## config.mk

```make
export PLATFORM = sky130hd
export DESIGN_NAME = ipv4_header_fragmenter
export DESIGN_NICKNAME = d
export VERILOG_FILES = /design/src/rtl/core/ihf_pkg.sv /design/src/rtl/core/ipv4_header_fragmenter.sv /design/src/rtl/core/ihf_ctrl.sv /design/src/rtl/core/ihf_datapath.sv
export SDC_FILE = /design/constraint.sdc
export NUM_CORES = 1
export LEC_CHECK = 0
export ABC_AREA = 1
export ABC_CLOCK_PERIOD_IN_PS = 16100
export BUFFER_PORTS_ARGS = -buffer_cell sky130_fd_sc_hd__buf_2
export CORE_MARGIN = 10
export CORE_UTILIZATION = 55
export CTS_CLUSTER_DIAMETER = 150
export DETAILED_ROUTE_END_ITERATION = 8
export HOLD_SLACK_MARGIN = 0.02
export PLACE_DENSITY = 0.85
export SLEW_MARGIN = 25
export SYNTH_ARGS = -nofsm -noshare
export SYNTH_HDL_FRONTEND = slang
export SYNTH_SLANG_ARGS = --single-unit
```

## constraint.sdc

```tcl
create_clock -name clock -period 16.1 [get_ports clock]
set_clock_uncertainty 0.05 [all_clocks]
set_input_delay 3.22 -clock clock [delete_from_list [all_inputs] [get_ports clock]]
set_output_delay 3.22 -clock clock [all_outputs]
set_load 0.01 [all_outputs]
```

## src/rtl/core/ihf_pkg.sv

```systemverilog
// Shared types and constants for the IPv4 fragment header generator.
// No dependencies; imported by every module in rtl/core.
`timescale 1ns / 1ps

package ihf_pkg;

   // Header constants
   localparam logic [15:0] HDR_BYTES   = 16'd20;
   localparam logic [15:0] MIN_MTU     = 16'd1044;
   localparam logic [15:0] RESET_MTU   = 16'd1500;
   localparam logic [3:0]  IP_VERSION  = 4'd4;
   localparam logic [3:0]  IP_IHL      = 4'd5;
   localparam logic [7:0]  IP_TTL      = 8'd255;
   localparam logic [15:0] CHUNK_ALIGN = 16'hFFF8;

   // Configuration register indexes
   localparam logic REG_MTU        = 1'b0;
   localparam logic REG_LOCAL_ADDR = 1'b1;

   // Widths
   localparam int unsigned SUM_W  = 20;
   localparam int unsigned BASE_W = 19;

   // Controller states
   typedef enum logic [1:0] {
      ST_IDLE,
      ST_PREP,
      ST_EMIT,
      ST_DRAIN
   } ihf_state_type;

   // Commands from the controller to the datapath
   typedef struct packed {
      logic load;   // latch the request and take an identification value
      logic prep;   // work out chunk size, fit test and fixed checksum part
      logic issue;  // build the next fragment header into stage one
   } ihf_cmd_type;

   // Status from the datapath to the controller
   typedef struct packed {
      logic advance;   // pipeline moves this cycle
      logic final_frag;// the fragment at the current offset is the last one
      logic s1_busy;   // stage one still holds a header
   } ihf_status_type;

endpackage : ihf_pkg

```

## src/rtl/core/ipv4_header_fragmenter.sv

```systemverilog
// Top level of the IPv4 fragment header generator.
// Instantiates ihf_ctrl and ihf_datapath; depends on ihf_pkg.
//
//   Channel   Direction  Handshake                 Contents
//   req_      in         req_valid / req_ready     one outgoing packet request
//   rsp_      out        rsp_valid / rsp_ready     one fragment header
//   csr_      in         csr_wr_en                 mtu (index 0), local address (1)
//
// A request passes through acceptance, a preparation state, one header per cycle
// into the fragment stage while the result side does not stall, then a drain state
// until the last header has left the fragment stage for the output register, and a
// return to idle.
// Synchronous reset sets mtu to 1500, the local address and identification to 0.
// A stalled result holds the pipeline; the next request is taken after the last
// header of the current packet reaches the output register and the drain ends.
`timescale 1ns / 1ps

module ipv4_header_fragmenter (
   input  logic        clock,
   input  logic        reset,
   input  logic        csr_wr_en,
   input  logic        csr_index,
   input  logic [31:0] csr_wr_data,
   input  logic        req_valid,
   output logic        req_ready,
   input  logic [15:0] req_payload_length,
   input  logic [31:0] req_dest_address,
   input  logic [7:0]  req_service_type,
   input  logic [7:0]  req_proto_number,
   output logic        rsp_valid,
   input  logic        rsp_ready,
   output logic [15:0] rsp_total_length,
   output logic [15:0] rsp_ident,
   output logic [12:0] rsp_frag_offset,
   output logic        rsp_more_fragments,
   output logic        rsp_dont_fragment,
   output logic [15:0] rsp_header_checksum,
   output logic [15:0] rsp_payload_start,
   output logic        rsp_last
);
   import ihf_pkg::*;

   ihf_cmd_type    cmd;
   ihf_status_type status;

   // Sequencing of one request
   ihf_ctrl u_ctrl (
      .clock     (clock),
      .reset     (reset),
      .req_valid (req_valid),
      .req_ready (req_ready),
      .status    (status),
      .cmd       (cmd)
   );

   // Header fields and checksum
   ihf_datapath u_datapath (
      .clock               (clock),
      .reset               (reset),
      .cmd                 (cmd),
      .status              (status),
      .csr_wr_en           (csr_wr_en),
      .csr_index           (csr_index),
      .csr_wr_data         (csr_wr_data),
      .req_payload_length  (req_payload_length),
      .req_dest_address    (req_dest_address),
      .req_service_type    (req_service_type),
      .req_proto_number    (req_proto_number),
      .rsp_valid           (rsp_valid),
      .rsp_ready           (rsp_ready),
      .rsp_total_length    (rsp_total_length),
      .rsp_ident           (rsp_ident),
      .rsp_frag_offset     (rsp_frag_offset),
      .rsp_more_fragments  (rsp_more_fragments),
      .rsp_dont_fragment   (rsp_dont_fragment),
      .rsp_header_checksum (rsp_header_checksum),
      .rsp_payload_start   (rsp_payload_start),
      .rsp_last            (rsp_last)
   );

endmodule : ipv4_header_fragmenter

```

## src/rtl/core/ihf_ctrl.sv

```systemverilog
// Controller state machine for the IPv4 fragment header generator.
// Depends on ihf_pkg for the state, command and status types.
`timescale 1ns / 1ps

module ihf_ctrl (
   input  logic                    clock,
   input  logic                    reset,
   input  logic                    req_valid,
   output logic                    req_ready,
   input  ihf_pkg::ihf_status_type status,
   output ihf_pkg::ihf_cmd_type    cmd
);
   import ihf_pkg::*;

   ihf_state_type state_ff;
   ihf_state_type state_in;

   // State register
   always_ff @(posedge clock) begin
      if (reset) begin
         state_ff <= ST_IDLE;
      end else begin
         state_ff <= state_in;
      end
   end

   // Next state
   always_comb begin
      state_in = state_ff;
      unique case (state_ff)
         ST_IDLE: begin
            if (req_valid) state_in = ST_PREP;
         end
         ST_PREP: begin
            state_in = ST_EMIT;
         end
         ST_EMIT: begin
            if (status.advance && status.final_frag) state_in = ST_DRAIN;
         end
         ST_DRAIN: begin
            if (!status.s1_busy) state_in = ST_IDLE;
         end
         default: begin
            state_in = ST_IDLE;
         end
      endcase
   end

   // Outputs
   always_comb begin
      req_ready = 1'b0;
      cmd       = '0;
      unique case (state_ff)
         ST_IDLE: begin
            req_ready = 1'b1;
            cmd.load  = req_valid;
         end
         ST_PREP: begin
            cmd.prep = 1'b1;
         end
         ST_EMIT: begin
            cmd.issue = status.advance;
         end
         ST_DRAIN: begin
            cmd = '0;
         end
         default: begin
            cmd = '0;
         end
      endcase
   end

endmodule : ihf_ctrl

```

## src/rtl/core/ihf_datapath.sv

```systemverilog
// Datapath of the IPv4 fragment header generator: configuration registers,
// request registers, fragment stage and output register. Depends on ihf_pkg.
`timescale 1ns / 1ps

module ihf_datapath (
   input  logic                    clock,
   input  logic                    reset,
   input  ihf_pkg::ihf_cmd_type    cmd,
   output ihf_pkg::ihf_status_type status,
   input  logic                    csr_wr_en,
   input  logic                    csr_index,
   input  logic [31:0]             csr_wr_data,
   input  logic [15:0]             req_payload_length,
   input  logic [31:0]             req_dest_address,
   input  logic [7:0]              req_service_type,
   input  logic [7:0]              req_proto_number,
   output logic                    rsp_valid,
   input  logic                    rsp_ready,
   output logic [15:0]             rsp_total_length,
   output logic [15:0]             rsp_ident,
   output logic [12:0]             rsp_frag_offset,
   output logic                    rsp_more_fragments,
   output logic                    rsp_dont_fragment,
   output logic [15:0]             rsp_header_checksum,
   output logic [15:0]             rsp_payload_start,
   output logic                    rsp_last
);
   import ihf_pkg::*;

   // Configuration and identification counter
   logic [15:0] mtu_ff;
   logic [31:0] laddr_ff;
   logic [15:0] ident_cnt_ff;

   // Request registers
   logic [15:0] len_ff;
   logic [31:0] dst_ff;
   logic [7:0]  tos_ff;
   logic [7:0]  proto_ff;
   logic [15:0] ident_ff;

   // Per-packet values worked out in the preparation cycle
   logic [15:0]       chunk_ff;
   logic              fits_ff;
   logic [BASE_W-1:0] base_ff;
   logic [15:0]       offset_ff;

   // Stage one: fragment fields
   logic        s1_valid_ff;
   logic [15:0] s1_tot_ff;
   logic [12:0] s1_frag_ff;
   logic        s1_mf_ff;
   logic        s1_df_ff;
   logic [15:0] s1_start_ff;
   logic        s1_last_ff;

   // Output register
   logic        out_valid_ff;
   logic [15:0] out_tot_ff;
   logic [15:0] out_ident_ff;
   logic [12:0] out_frag_ff;
   logic        out_mf_ff;
   logic        out_df_ff;
   logic [15:0] out_csum_ff;
   logic [15:0] out_start_ff;
   logic        out_last_ff;

   logic              advance;
   logic [15:0]       mtu_eff;
   logic              fits_now;
   logic [15:0]       chunk_now;
   logic [BASE_W-1:0] base_now;
   logic              final_now;
   logic [16:0]       next_end;
   logic [15:0]       tot_now;
   logic [15:0]       frag_word;
   logic [SUM_W-1:0]  csum_sum;
   logic [16:0]       csum_fold1;
   logic [15:0]       csum_fold2;

   // The pipeline moves whenever the output register is free or being taken
   assign advance = !out_valid_ff || rsp_ready;

   // Configuration writes and identification counter
   always_ff @(posedge clock) begin
      if (reset) begin
         mtu_ff       <= RESET_MTU;
         laddr_ff     <= '0;
         ident_cnt_ff <= '0;
      end else begin
         if (csr_wr_en) begin
            case (csr_index)
               REG_MTU:        mtu_ff   <= csr_wr_data[15:0];
               REG_LOCAL_ADDR: laddr_ff <= csr_wr_data;
               default:        mtu_ff   <= mtu_ff;
            endcase
         end
         if (cmd.load) ident_cnt_ff <= ident_cnt_ff + 16'd1;
      end
   end

   // Request capture
   always_ff @(posedge clock) begin
      if (cmd.load) begin
         len_ff   <= req_payload_length;
         dst_ff   <= req_dest_address;
         tos_ff   <= req_service_type;
         proto_ff <= req_proto_number;
         ident_ff <= ident_cnt_ff;
      end
   end

   // Effective MTU, fit test, chunk size and the fixed part of the checksum sum
   always_comb begin
      mtu_eff   = (mtu_ff < MIN_MTU) ? MIN_MTU : mtu_ff;
      fits_now  = ({1'b0, len_ff} + {1'b0, HDR_BYTES}) <= {1'b0, mtu_eff};
      chunk_now = (mtu_eff - HDR_BYTES) & CHUNK_ALIGN;
      base_now  = BASE_W'({IP_VERSION, IP_IHL, tos_ff})
                + BASE_W'(ident_ff)
                + BASE_W'({IP_TTL, proto_ff})
                + BASE_W'(laddr_ff[31:16])
                + BASE_W'(laddr_ff[15:0])
                + BASE_W'(dst_ff[31:16])
                + BASE_W'(dst_ff[15:0]);
   end

   always_ff @(posedge clock) begin
      if (cmd.prep) begin
         chunk_ff <= chunk_now;
         fits_ff  <= fits_now;
         base_ff  <= base_now;
      end
   end

   // Fragment at the current offset; with chunks of at least 1024 bytes a
   // packet never needs more than 64 of them, so no count limit is kept.
   always_comb begin
      next_end  = {1'b0, offset_ff} + {1'b0, chunk_ff};
      final_now = fits_ff || (next_end >= {1'b0, len_ff});
      if (fits_ff) begin
         tot_now = len_ff + HDR_BYTES;
      end else if (final_now) begin
         tot_now = HDR_BYTES + len_ff - offset_ff;
      end else begin
         tot_now = HDR_BYTES + chunk_ff;
      end
   end

   // Offset walk
   always_ff @(posedge clock) begin
      if (cmd.prep) begin
         offset_ff <= '0;
      end else if (cmd.issue) begin
         offset_ff <= next_end[15:0];
      end
   end

   // Stage one
   always_ff @(posedge clock) begin
      if (reset) begin
         s1_valid_ff <= 1'b0;
      end else if (cmd.issue) begin
         s1_valid_ff <= 1'b1;
      end else if (advance) begin
         s1_valid_ff <= 1'b0;
      end
   end

   always_ff @(posedge clock) begin
      if (cmd.issue) begin
         s1_tot_ff   <= tot_now;
         s1_frag_ff  <= fits_ff ? 13'd0 : offset_ff[15:3];
         s1_mf_ff    <= !final_now;
         s1_df_ff    <= fits_ff;
         s1_start_ff <= fits_ff ? 16'd0 : offset_ff;
         s1_last_ff  <= final_now;
      end
   end

   // Header checksum: fixed part plus length and flags word, folded twice
   always_comb begin
      frag_word  = {1'b0, s1_df_ff, s1_mf_ff, s1_frag_ff};
      csum_sum   = SUM_W'(base_ff) + SUM_W'(s1_tot_ff) + SUM_W'(frag_word);
      csum_fold1 = {1'b0, csum_sum[15:0]} + 17'(csum_sum[SUM_W-1:16]);
      csum_fold2 = csum_fold1[15:0] + 16'(csum_fold1[16]);
   end

   // Output register
   always_ff @(posedge clock) begin
      if (reset) begin
         out_valid_ff <= 1'b0;
      end else if (advance) begin
         out_valid_ff <= s1_valid_ff;
      end
   end

   always_ff @(posedge clock) begin
      if (advance && s1_valid_ff) begin
         out_tot_ff   <= s1_tot_ff;
         out_ident_ff <= ident_ff;
         out_frag_ff  <= s1_frag_ff;
         out_mf_ff    <= s1_mf_ff;
         out_df_ff    <= s1_df_ff;
         out_csum_ff  <= ~csum_fold2;
         out_start_ff <= s1_start_ff;
         out_last_ff  <= s1_last_ff;
      end
   end

   // Status back to the controller
   always_comb begin
      status.advance    = advance;
      status.final_frag = final_now;
      status.s1_busy    = s1_valid_ff;
   end

   assign rsp_valid           = out_valid_ff;
   assign rsp_total_length    = out_tot_ff;
   assign rsp_ident           = out_ident_ff;
   assign rsp_frag_offset     = out_frag_ff;
   assign rsp_more_fragments  = out_mf_ff;
   assign rsp_dont_fragment   = out_df_ff;
   assign rsp_header_checksum = out_csum_ff;
   assign rsp_payload_start   = out_start_ff;
   assign rsp_last            = out_last_ff;

endmodule : ihf_datapath

```

# [Word level (Yosys, flattened, before mapping)]
# Index checks and enable logic that the tools add are counted.
[op_classes] addsub=17 n_bitwise=2 eq_ne=6 n_reduce_logical=11 n_lt_le_gt_ge=3 n_mux=13
[ops] op="19-bit by 16-bit adder with 19-bit output" count=5
[ops] op="16-bit two-way mux" count=3
[ops] op="19-bit by 16-bit adder with 20-bit output" count=1
[ops] op="20-bit by 15-bit adder with 20-bit output" count=1
[ops] op="15-bit by 16-bit adder with 17-bit output" count=1
[ops] op="16-bit by 16-bit adder with 17-bit output" count=1
[ops] op="16-bit by 4-bit adder with 17-bit output" count=1
[ops] op="16-bit by 5-bit adder with 17-bit output, second input constant" count=1
[ops] op="17-bit by 16-bit greater-or-equal comparator with 1-bit output" count=1
[ops] op="17-bit by 16-bit <= comparator with 1-bit output" count=1
[ops] op="16-bit by 1-bit adder with 16-bit output" count=1
[ops] op="16-bit by 1-bit adder with 16-bit output, second input constant" count=1
[ops] op="16-bit by 5-bit adder with 16-bit output, second input constant" count=1
[ops] op="5-bit by 16-bit adder with 16-bit output, first input constant" count=1
[ops] op="16-bit by 11-bit less-than comparator with 1-bit output, second input constant" count=1
[ops] op="16-bit inverter" count=1
[ops] op="16-bit subtractor" count=1
[ops] op="16-bit by 5-bit subtractor with 16-bit output, second input constant" count=1
[ops] op="2-bit one-hot mux with 4 select lines" count=1
[ops] op="1-bit two-way mux" count=6
[ops] op="2-bit two-way mux" count=3
[ops] op="2-bit == test, second input constant" count=2
[ops] op="2-bit != test, second input constant" count=2
[ops] op="2-bit AND reduction" count=2
[ops] op="9 further kinds" count=12
[word_totals] inputBits=102 elab_cells=81 regBits=325

# [Depth between registers and ports, before layout]
# Gate-level depths: netlist (run 1).
[depth] word_depth=6 mapped_depth=40 ltp_nobuf=39

# [Modules after synthesis]
# From an unflattened synthesis (run 1), not the netlist that was laid out.
[unflattened] cells_unflattened=1706 hier_area_um2=16814.9
[modules_own_cells] mod="ihf_datapath" n_inst=1 seq_area_each_um2=7857.5 cells_each=1675 area_per_inst_um2=16608.4
[modules_own_cells] mod="ihf_ctrl" n_inst=1 seq_area_each_um2=40.0 cells_each=31 area_per_inst_um2=206.4

# [Least setup slack after synthesis (run 1)]
# OpenSTA, ideal clock, no wires.
[synth_timing] kind="input -> register" start="in rsp_ready" end="reg u_datapath.out_df_ff, in the netlist u_datapath.rsp_dont_fragment (enable)" path_slack_ps=9599 arrival_ps=5964 setup_time_ps=487 path_buffers=0 required_ps=15563 path_stages=2 path_cell_list="nor2_1 > nor2_1"
[synth_between] elab_chain_len=2
[synth_rtl] item="from (decl)" line_no="ipv4_header_fragmenter.sv:31" source="input logic rsp_ready,"
[synth_rtl] item="1-bit logical OR" line_no="ihf_datapath.sv:82" source="assign advance = !out_valid_ff || rsp_ready;"
[synth_rtl] item="1-bit logical AND" line_no="ihf_datapath.sv:198" source="if (advance && s1_valid_ff) begin"
[synth_rtl] item="to (signal assigned)" line_no="ihf_datapath.sv:203" source="out_df_ff <= s1_df_ff;"
[synth_rtl] item="to (decl)" line_no="ihf_datapath.sv:63" source="logic out_df_ff;"
# Every way passes these cells.
# A chain may end at the register's enable or synchronous reset.

==> impl_metrics.py, run 1 <==
metrics = {
    "global_route": {
        "track_usage_pct": 21.9,
        "grt_max_degree": 84,
        "grt_pass1_wl_um": 68800,
        "gr-total-overflow": 0,
        "grt_pass1_vias": 13600,
        "grt_antenna_before_repair": 6,
    },
    "routing": {
        "wire_per_inst_um": 17.9,
        "drt_iter0_markers": 890,
        "ant_nets": 0,
        "dr.pass1.iters": 7,
        "drc": 0,
        "via_per_inst": 5.44,
        "vias": 13100,
        "routed_wl_um": 42900,
    },
    "run": {
        "maxCapViolCount": 0,
    },
    "cells_and_area": {
        "mostFrequentLayoutCells": "inv_1, nand2_1, edfxtp_1, buf_2, nor2_1",
        "layout_commonest_cell": "inv_1",
        "drive_gt1_share_pct": 14.2,
        "fillCellCount": 2397,
        "final_cells": 2399,
        "area_delta_synth_final_pct": 13.5,
        "antenna_cells": 0,
        "fin_nets": 2275,
    },
    "min_path": {
        "hold_start": "u_datapath.s1_last_ff$_DFFE_PP_",
        "hold_path_depth": 0,
        "hold_end": "u_datapath.rsp_last$_DFFE_PP_",
        "min_path_type": "reg -> reg",
    },
    "critical_path": {
        "cp_max_fo": 5,
        "r2r_end": "u_datapath.rsp_header_checksum[14]$_DFFE_PP_",
        "cp.required_ns": 16.36,
        "crit_path_top_delay_cell": "fa_1",
        "critical_path_class": "reg -> reg",
        "ff2ff_path_depth": 37,
        "end_kind": "flop",
        "worst_r2r_startpoint": "u_datapath.s1_start_ff[4]$_SDFFCE_PP0P_",
        "critPathMaxStageDelay_ns": 0.55,
        "reg2reg_slack_ns": 9.56,
        "worst_ep_arrival_time_ns": 6.80,
        "worst_path_most_repeated_cell": "nand3_1",
        "worstSetupStartpointType": "flop",
    },
    "status": {
        "status": "finished, final reports clean",
    },
    "clock_tree": {
        "clock_latency_ns": 0.57,
        "cts_sinks": 290,
        "cts-root-buf": "clkbuf_16",
        "clk_path_buf_depth": 3,
        "h-tree-depth": 1,
        "cts_tree": "built",
        "hold_buffers": 0,
        "cts_buffers": 31,
        "clk_pin_slew_ns": 0.06,
        "cts_setup_buffers": 0,
        "cts_resized": 0,
    },
    "yosys": {
        "synth_ff_type": "edfxtp_1",
        "ys_seq_area_share_pct": 46.0,
        "synth_edf_count": 209,
        "synth_seq_cells": 290,
        "yosysTopAreaCell": "edfxtp_1",
        "avgSynthCellArea_sq_um": 9.55,
        "async_reset_ff_share_pct": 0,
        "syn_area_sq_um": 17200,
        "synthCells": 1799,
        "netlist.area_leader.share_pct": 36.5,
        "synth_cell_types": 47,
        "yosys-top-cells-area": "edfxtp_1, dfxtp_1, fa_1",
        "ys_warn_count": 0,
    },
    "timing": {
        "setup_viol": 0,
        "worst_pin_slew_ns": 0.958,
        "hold_violations": 0,
        "relSlewSlack_pct": 35.9,
        "fmax_mhz": 153,
        "post-route-period-util_pct": 40.6,
        "period_minus_slack_ns": 6.54,
        "rsz0062_at_grt": "false",
        "fin_setup_tns_ns": 0,
        "maxSlewViolCount": 0,
    },
    "place": {
        "hpwl_um": 33800,
        "port_buffers": 180,
        "dp.cells": 2341,
        "gp_congestion": 0.956,
    },
    "floorplanning": {
        "initial_core_util_pct": 56.0,
        "die_x_um": 197,
        "coreArea_sq_um": 30700,
        "ios": 184,
        "dieArea_sq_um": 38700,
        "die_h_um": 197,
        "num_rows": 64,
    },
}
-- metrics by stage --
step                hold slack, ns  worst slack (ns)  instance area, sq um  utilization (%)
floorplan                    0.350              9.60                 17200                -
global placement             0.356              9.93                 18400             60.0
detailed placement           0.356              9.65                 18400             60.0
CTS                          0.371              9.62                 19500             63.5
global route                 0.393              9.03                 19500             63.5
finish                       0.373              9.56                 19500             63.5
-- layer usage --
| layer | GRT usage [%] | up-vias | routed length, um |
|---|---|---|---|
| met5 | 0 | - | 76 |
| met4 | 6.37 | 12 | 1320 |
| met1 | 25.7 | 6166 | 16800 |
| met3 | 4.51 | 116 | 3110 |
| li1 | - | 6251 | - |
| met2 | 39.4 | 509 | 21600 |
-- state kept, by name, indices dropped and copies added (netlist names), 16 cells and up --
name and count:
u_datapath.base_ff 19, u_datapath.dst_ff 32, u_datapath.ident_cnt_ff 16, u_datapath.ident_ff 16, u_datapath.laddr_ff 32, u_datapath.len_ff 16, u_datapath.mtu_ff 16, u_datapath.rsp_header_checksum 16
u_datapath.rsp_ident 16, u_datapath.rsp_total_length 16, u_datapath.s1_tot_ff 16
-- worst max-delay path by stage --
stage / to / startpoint / slack, ns
after floorplan: u_datapath.rsp_dont_fragment$_DFFE_PP_ / rsp_ready / 9.60
after global placement: u_datapath.rsp_header_checksum[14]$_DFFE_PP_ / u_datapath.s1_start_ff[4]$_SDFFCE_PP0P_ / 9.93
after detailed placement: u_datapath.rsp_header_checksum[14]$_DFFE_PP_ / u_datapath.s1_start_ff[4]$_SDFFCE_PP0P_ / 9.65
after CTS: u_datapath.rsp_header_checksum[14]$_DFFE_PP_ / u_datapath.s1_start_ff[4]$_SDFFCE_PP0P_ / 9.62
after global routing: u_datapath.rsp_header_checksum[14]$_DFFE_PP_ / u_datapath.s1_start_ff[4]$_SDFFCE_PP0P_ / 9.03
final: u_datapath.rsp_header_checksum[14]$_DFFE_PP_ / u_datapath.s1_start_ff[4]$_SDFFCE_PP0P_ / 9.56
-- synth_stat cells (2+ instances only) --
library cell / instances
a211oi_1: 3
o21ai_0: 98
nand3_2: 6
a21oi_1: 99
inv_1: 290
nand3_1: 78
nor2_1: 177
nor2_4: 3
nor3b_1: 2
nor4_1: 6
xnor2_1: 30
inv_2: 6
dfxtp_1: 81
clkinv_1: 2
xor2_1: 70
nor3_1: 19
a21o_1: 3
or2_1: 2
or2_2: 4
and2_1: 2
o21bai_1: 3
nand3b_1: 5
o21a_1: 4
a31oi_1: 10
fa_1: 76
ha_1: 119
buf_4: 16
o211ai_1: 8
clkbuf_1: 25
edfxtp_1: 209
nand4_1: 26
nor2_2: 5
nand2_2: 12
nand2_1: 287
-- final cells by class --
| cell class | count | area [sq um] | share of cell area [%] |
|---|---|---|---|
| clock buffers | 40 | 881 | 4.52 |
| clock inverters | 18 | 191 | 0.982 |
| inverters | 298 | 1120 | 5.75 |
| multi-input cells | 1170 | 7950 | 40.8 |
| flip-flops and latches | 290 | 7900 | 40.5 |
| well taps | 396 | 495 | 2.54 |
| repair buffers | 187 | 957 | 4.91 |
-- worst max-delay path, delay by kind of cell, from the launching register on --
family	cells	cell delay, ns
compound gates	1	0.18
simple gates	26	3.23
fa+ha+maj	6	2.06
flops	1	0.42
buf+inv	4	0.33
-- logic make-up (layout without fill, tap and decap cells) --
group	Yosys count	after routing	synth area share [%]
other	1	3	0.0218
AOI/OAI and AO/OA	233	233	7.28
adders and majority gates	195	195	17.5
buffers and inverters	341	543	7.85
DFF	290	290	46.0
and+or+nand+nor	639	639	16.2
xor gates and xnor gates	100	100	5.10
Power of run 1 is left out: the tool's default activity adds up to more than one toggle a clock period on the data nets, which glitch-free logic cannot reach.
==> run 2, diff against run 1 <==
--- a/config.mk
+++ b/config.mk
@@ -6,7 +6,7 @@
 export NUM_CORES = 1
 export LEC_CHECK = 0
 export ABC_AREA = 1
-export ABC_CLOCK_PERIOD_IN_PS = 16100
+export ABC_CLOCK_PERIOD_IN_PS = 6150
 export BUFFER_PORTS_ARGS = -buffer_cell sky130_fd_sc_hd__buf_2
 export CORE_MARGIN = 10
 export CORE_UTILIZATION = 55
==> constraint.sdc (replaced) <==
create_clock -name clock -period 6.15 [get_ports clock]
set_clock_uncertainty 0.05 [all_clocks]
set_input_delay 1.23 -clock clock [delete_from_list [all_inputs] [get_ports clock]]
set_output_delay 1.23 -clock clock [all_outputs]
set_load 0.01 [all_outputs]
==> impl_metrics.py, run 2 (synthesized netlist as in run 1, its figures left out) <==
metrics = {
    "timing": {
        "period_minus_slack_ns": 5.92,
        "maxSlewViolCount": 0,
        "worst_pin_slew_ns": 0.772,
        "hold_violations": 0,
        "setup_viol": 0,
        "holdWs_ns": 0.378,
        "post-route-period-util_pct": 96.3,
        "fmax_mhz": 169,
        "relSlewSlack_pct": 48.4,
    },
    "routing": {
        "via_per_inst": 5.46,
        "drt_iter0_markers": 855,
        "met2_length_um": 22600,
        "routed_wl_um": 44500,
        "drc": 0,
        "ant_nets": 0,
        "wl_met1_um": 17300,
        "dr.pass1.iters": 6,
        "met3_length_um": 3260,
        "topRoutingLayerUsed": "met5",
        "wire_per_inst_um": 18.3,
        "vias": 13200,
    },
    "cells_and_area": {
        "area_delta_synth_final_pct": 16.7,
        "top_regs": "u_datapath.dst_ff (32), u_datapath.laddr_ff (32), u_datapath.base_ff (19)",
        "fillCellCount": 2385,
        "layout_commonest_cell": "inv_1",
        "mostFrequentLayoutCells": "inv_1, nand2_1, edfxtp_1, buf_2, nor2_1",
        "finalCoreUtilization_pct": 65.3,
        "drive_gt1_share_pct": 16.4,
        "fin_nets": 2297,
    },
    "global_route": {
        "gr-total-overflow": 0,
        "grt_antenna_before_repair": 5,
        "grt_pass1_wl_um": 70500,
        "grt_max_degree": 83,
        "track_usage_pct": 22.6,
        "grt_pass1_vias": 13700,
    },
    "critical_path": {
        "worst_path_most_repeated_cell": "nand2_1",
        "worstSetupStartpointType": "flop",
        "crit_path_top_delay_cell": "fa_1",
        "worst_ep_arrival_time_ns": 6.13,
        "cp_max_fo": 5,
        "critPathMaxStageDelay_ns": 0.50,
        "end_kind": "flop",
        "cp.required_ns": 6.36,
        "critical_path_class": "reg -> reg",
    },
    "place": {
        "hpwl_um": 34000,
        "port_buffers": 180,
        "gp_congestion": 0.931,
    },
    "floorplanning": {
        "die_h_um": 197,
        "num_rows": 64,
        "die_x_um": 197,
        "ios": 184,
        "initial_core_util_pct": 56.0,
        "coreArea_sq_um": 30700,
        "dieArea_sq_um": 38700,
    },
    "clock_tree": {
        "cts-root-buf": "clkbuf_16",
        "clk_pin_slew_ns": 0.06,
        "cts_buffers": 34,
        "clock_latency_ns": 0.52,
        "cts_tree": "built",
        "hold_buffers": 0,
        "clk_path_buf_depth": 3,
        "cts_sinks": 290,
        "h-tree-depth": 2,
    },
    "run": {
        "maxCapViolCount": 0,
    },
    "status": {
        "status": "finished, final reports clean",
    },
    "min_path": {
        "min_path_type": "reg -> reg",
    },
}
run 2: cell count changes in the layout (fill, tap and decap cells not counted), moves of 4 or more:
| cell | previous run | this run |
|---|---|---|
| buf_4 | 6 | 25 |
| ha_1 | 119 | 105 |
| ha_4 | 0 | 12 |
| nand3_1 | 78 | 71 |
| diode_2 | 0 | 4 |
| nand3_4 | 0 | 4 |
run 2: final cells by class:
| type | count | area [sq um] | area share, % |
|---|---|---|---|
| inverters | 298 | 1120 | 5.59 |
| repair buffers | 206 | 1100 | 5.49 |
| clock buffers | 43 | 926 | 4.62 |
| multi-input cells | 1170 | 8230 | 41.0 |
| flip-flops and latches | 290 | 7900 | 39.4 |
| clock inverters | 19 | 265 | 1.32 |
| well taps | 396 | 495 | 2.47 |
| diodes | 4 | 10.0 | 0.0500 |
run 2: path summary, 6_finish.rpt:
kind | startpoint | endpoint | slack [ns] | depth (start not counted)
worst min-delay path | u_datapath.s1_last_ff$_DFFE_PP_ | u_datapath.rsp_last$_DFFE_PP_ | 0.38 | 0
worst max register to register | u_datapath.s1_start_ff[15]$_SDFFCE_PP0P_ | u_datapath.rsp_header_checksum[13]$_DFFE_PP_ | 0.23 | 36
worst min register to register | u_datapath.s1_last_ff$_DFFE_PP_ | u_datapath.rsp_last$_DFFE_PP_ | 0.38 | 0
worst max-delay path | u_datapath.s1_start_ff[15]$_SDFFCE_PP0P_ | u_datapath.rsp_header_checksum[13]$_DFFE_PP_ | 0.23 | 36
run 2: metal layers:
layer	GRT usage (%)	up-vias
li1	-	6303
met1	26.4	6317
met2	40.6	523
met3	4.72	95
met4	6.68	6
met5	0	-
run 2: what timing repair did:
action / 4_1_cts / 5_1_grt
buffers inserted: 2 / 13
pin swaps: 5 / 23
resized for setup: 6 / 43
endpoints found under the setup margin: 3 / 8
run 2: through the flow:
stage / instance area, sq um / TNS (ns) / instances / setup WS (ns)
after floorplan: 17200 / 0 / 1801 / 0.455
after global placement: 18400 / 0 / 2345 / 0.0666
after detailed placement: 18400 / -0.314 / 2345 / -0.186
after CTS: 19700 / 0 / 2409 / 0.00957
after global routing: 20000 / -0.0870 / 2424 / -0.0449
final: 20000 / 0 / 2426 / 0.227
run 2: worst max-delay path, delay by kind of cell (launching register included):
kind,cells,cell delay [ns]
simple gates,27,3.02
fa+ha+maj,5,1.73
flops,1,0.41
buf+inv,3,0.24
xor+xnor,1,0.18
Power of run 2 is left out for the same reason.
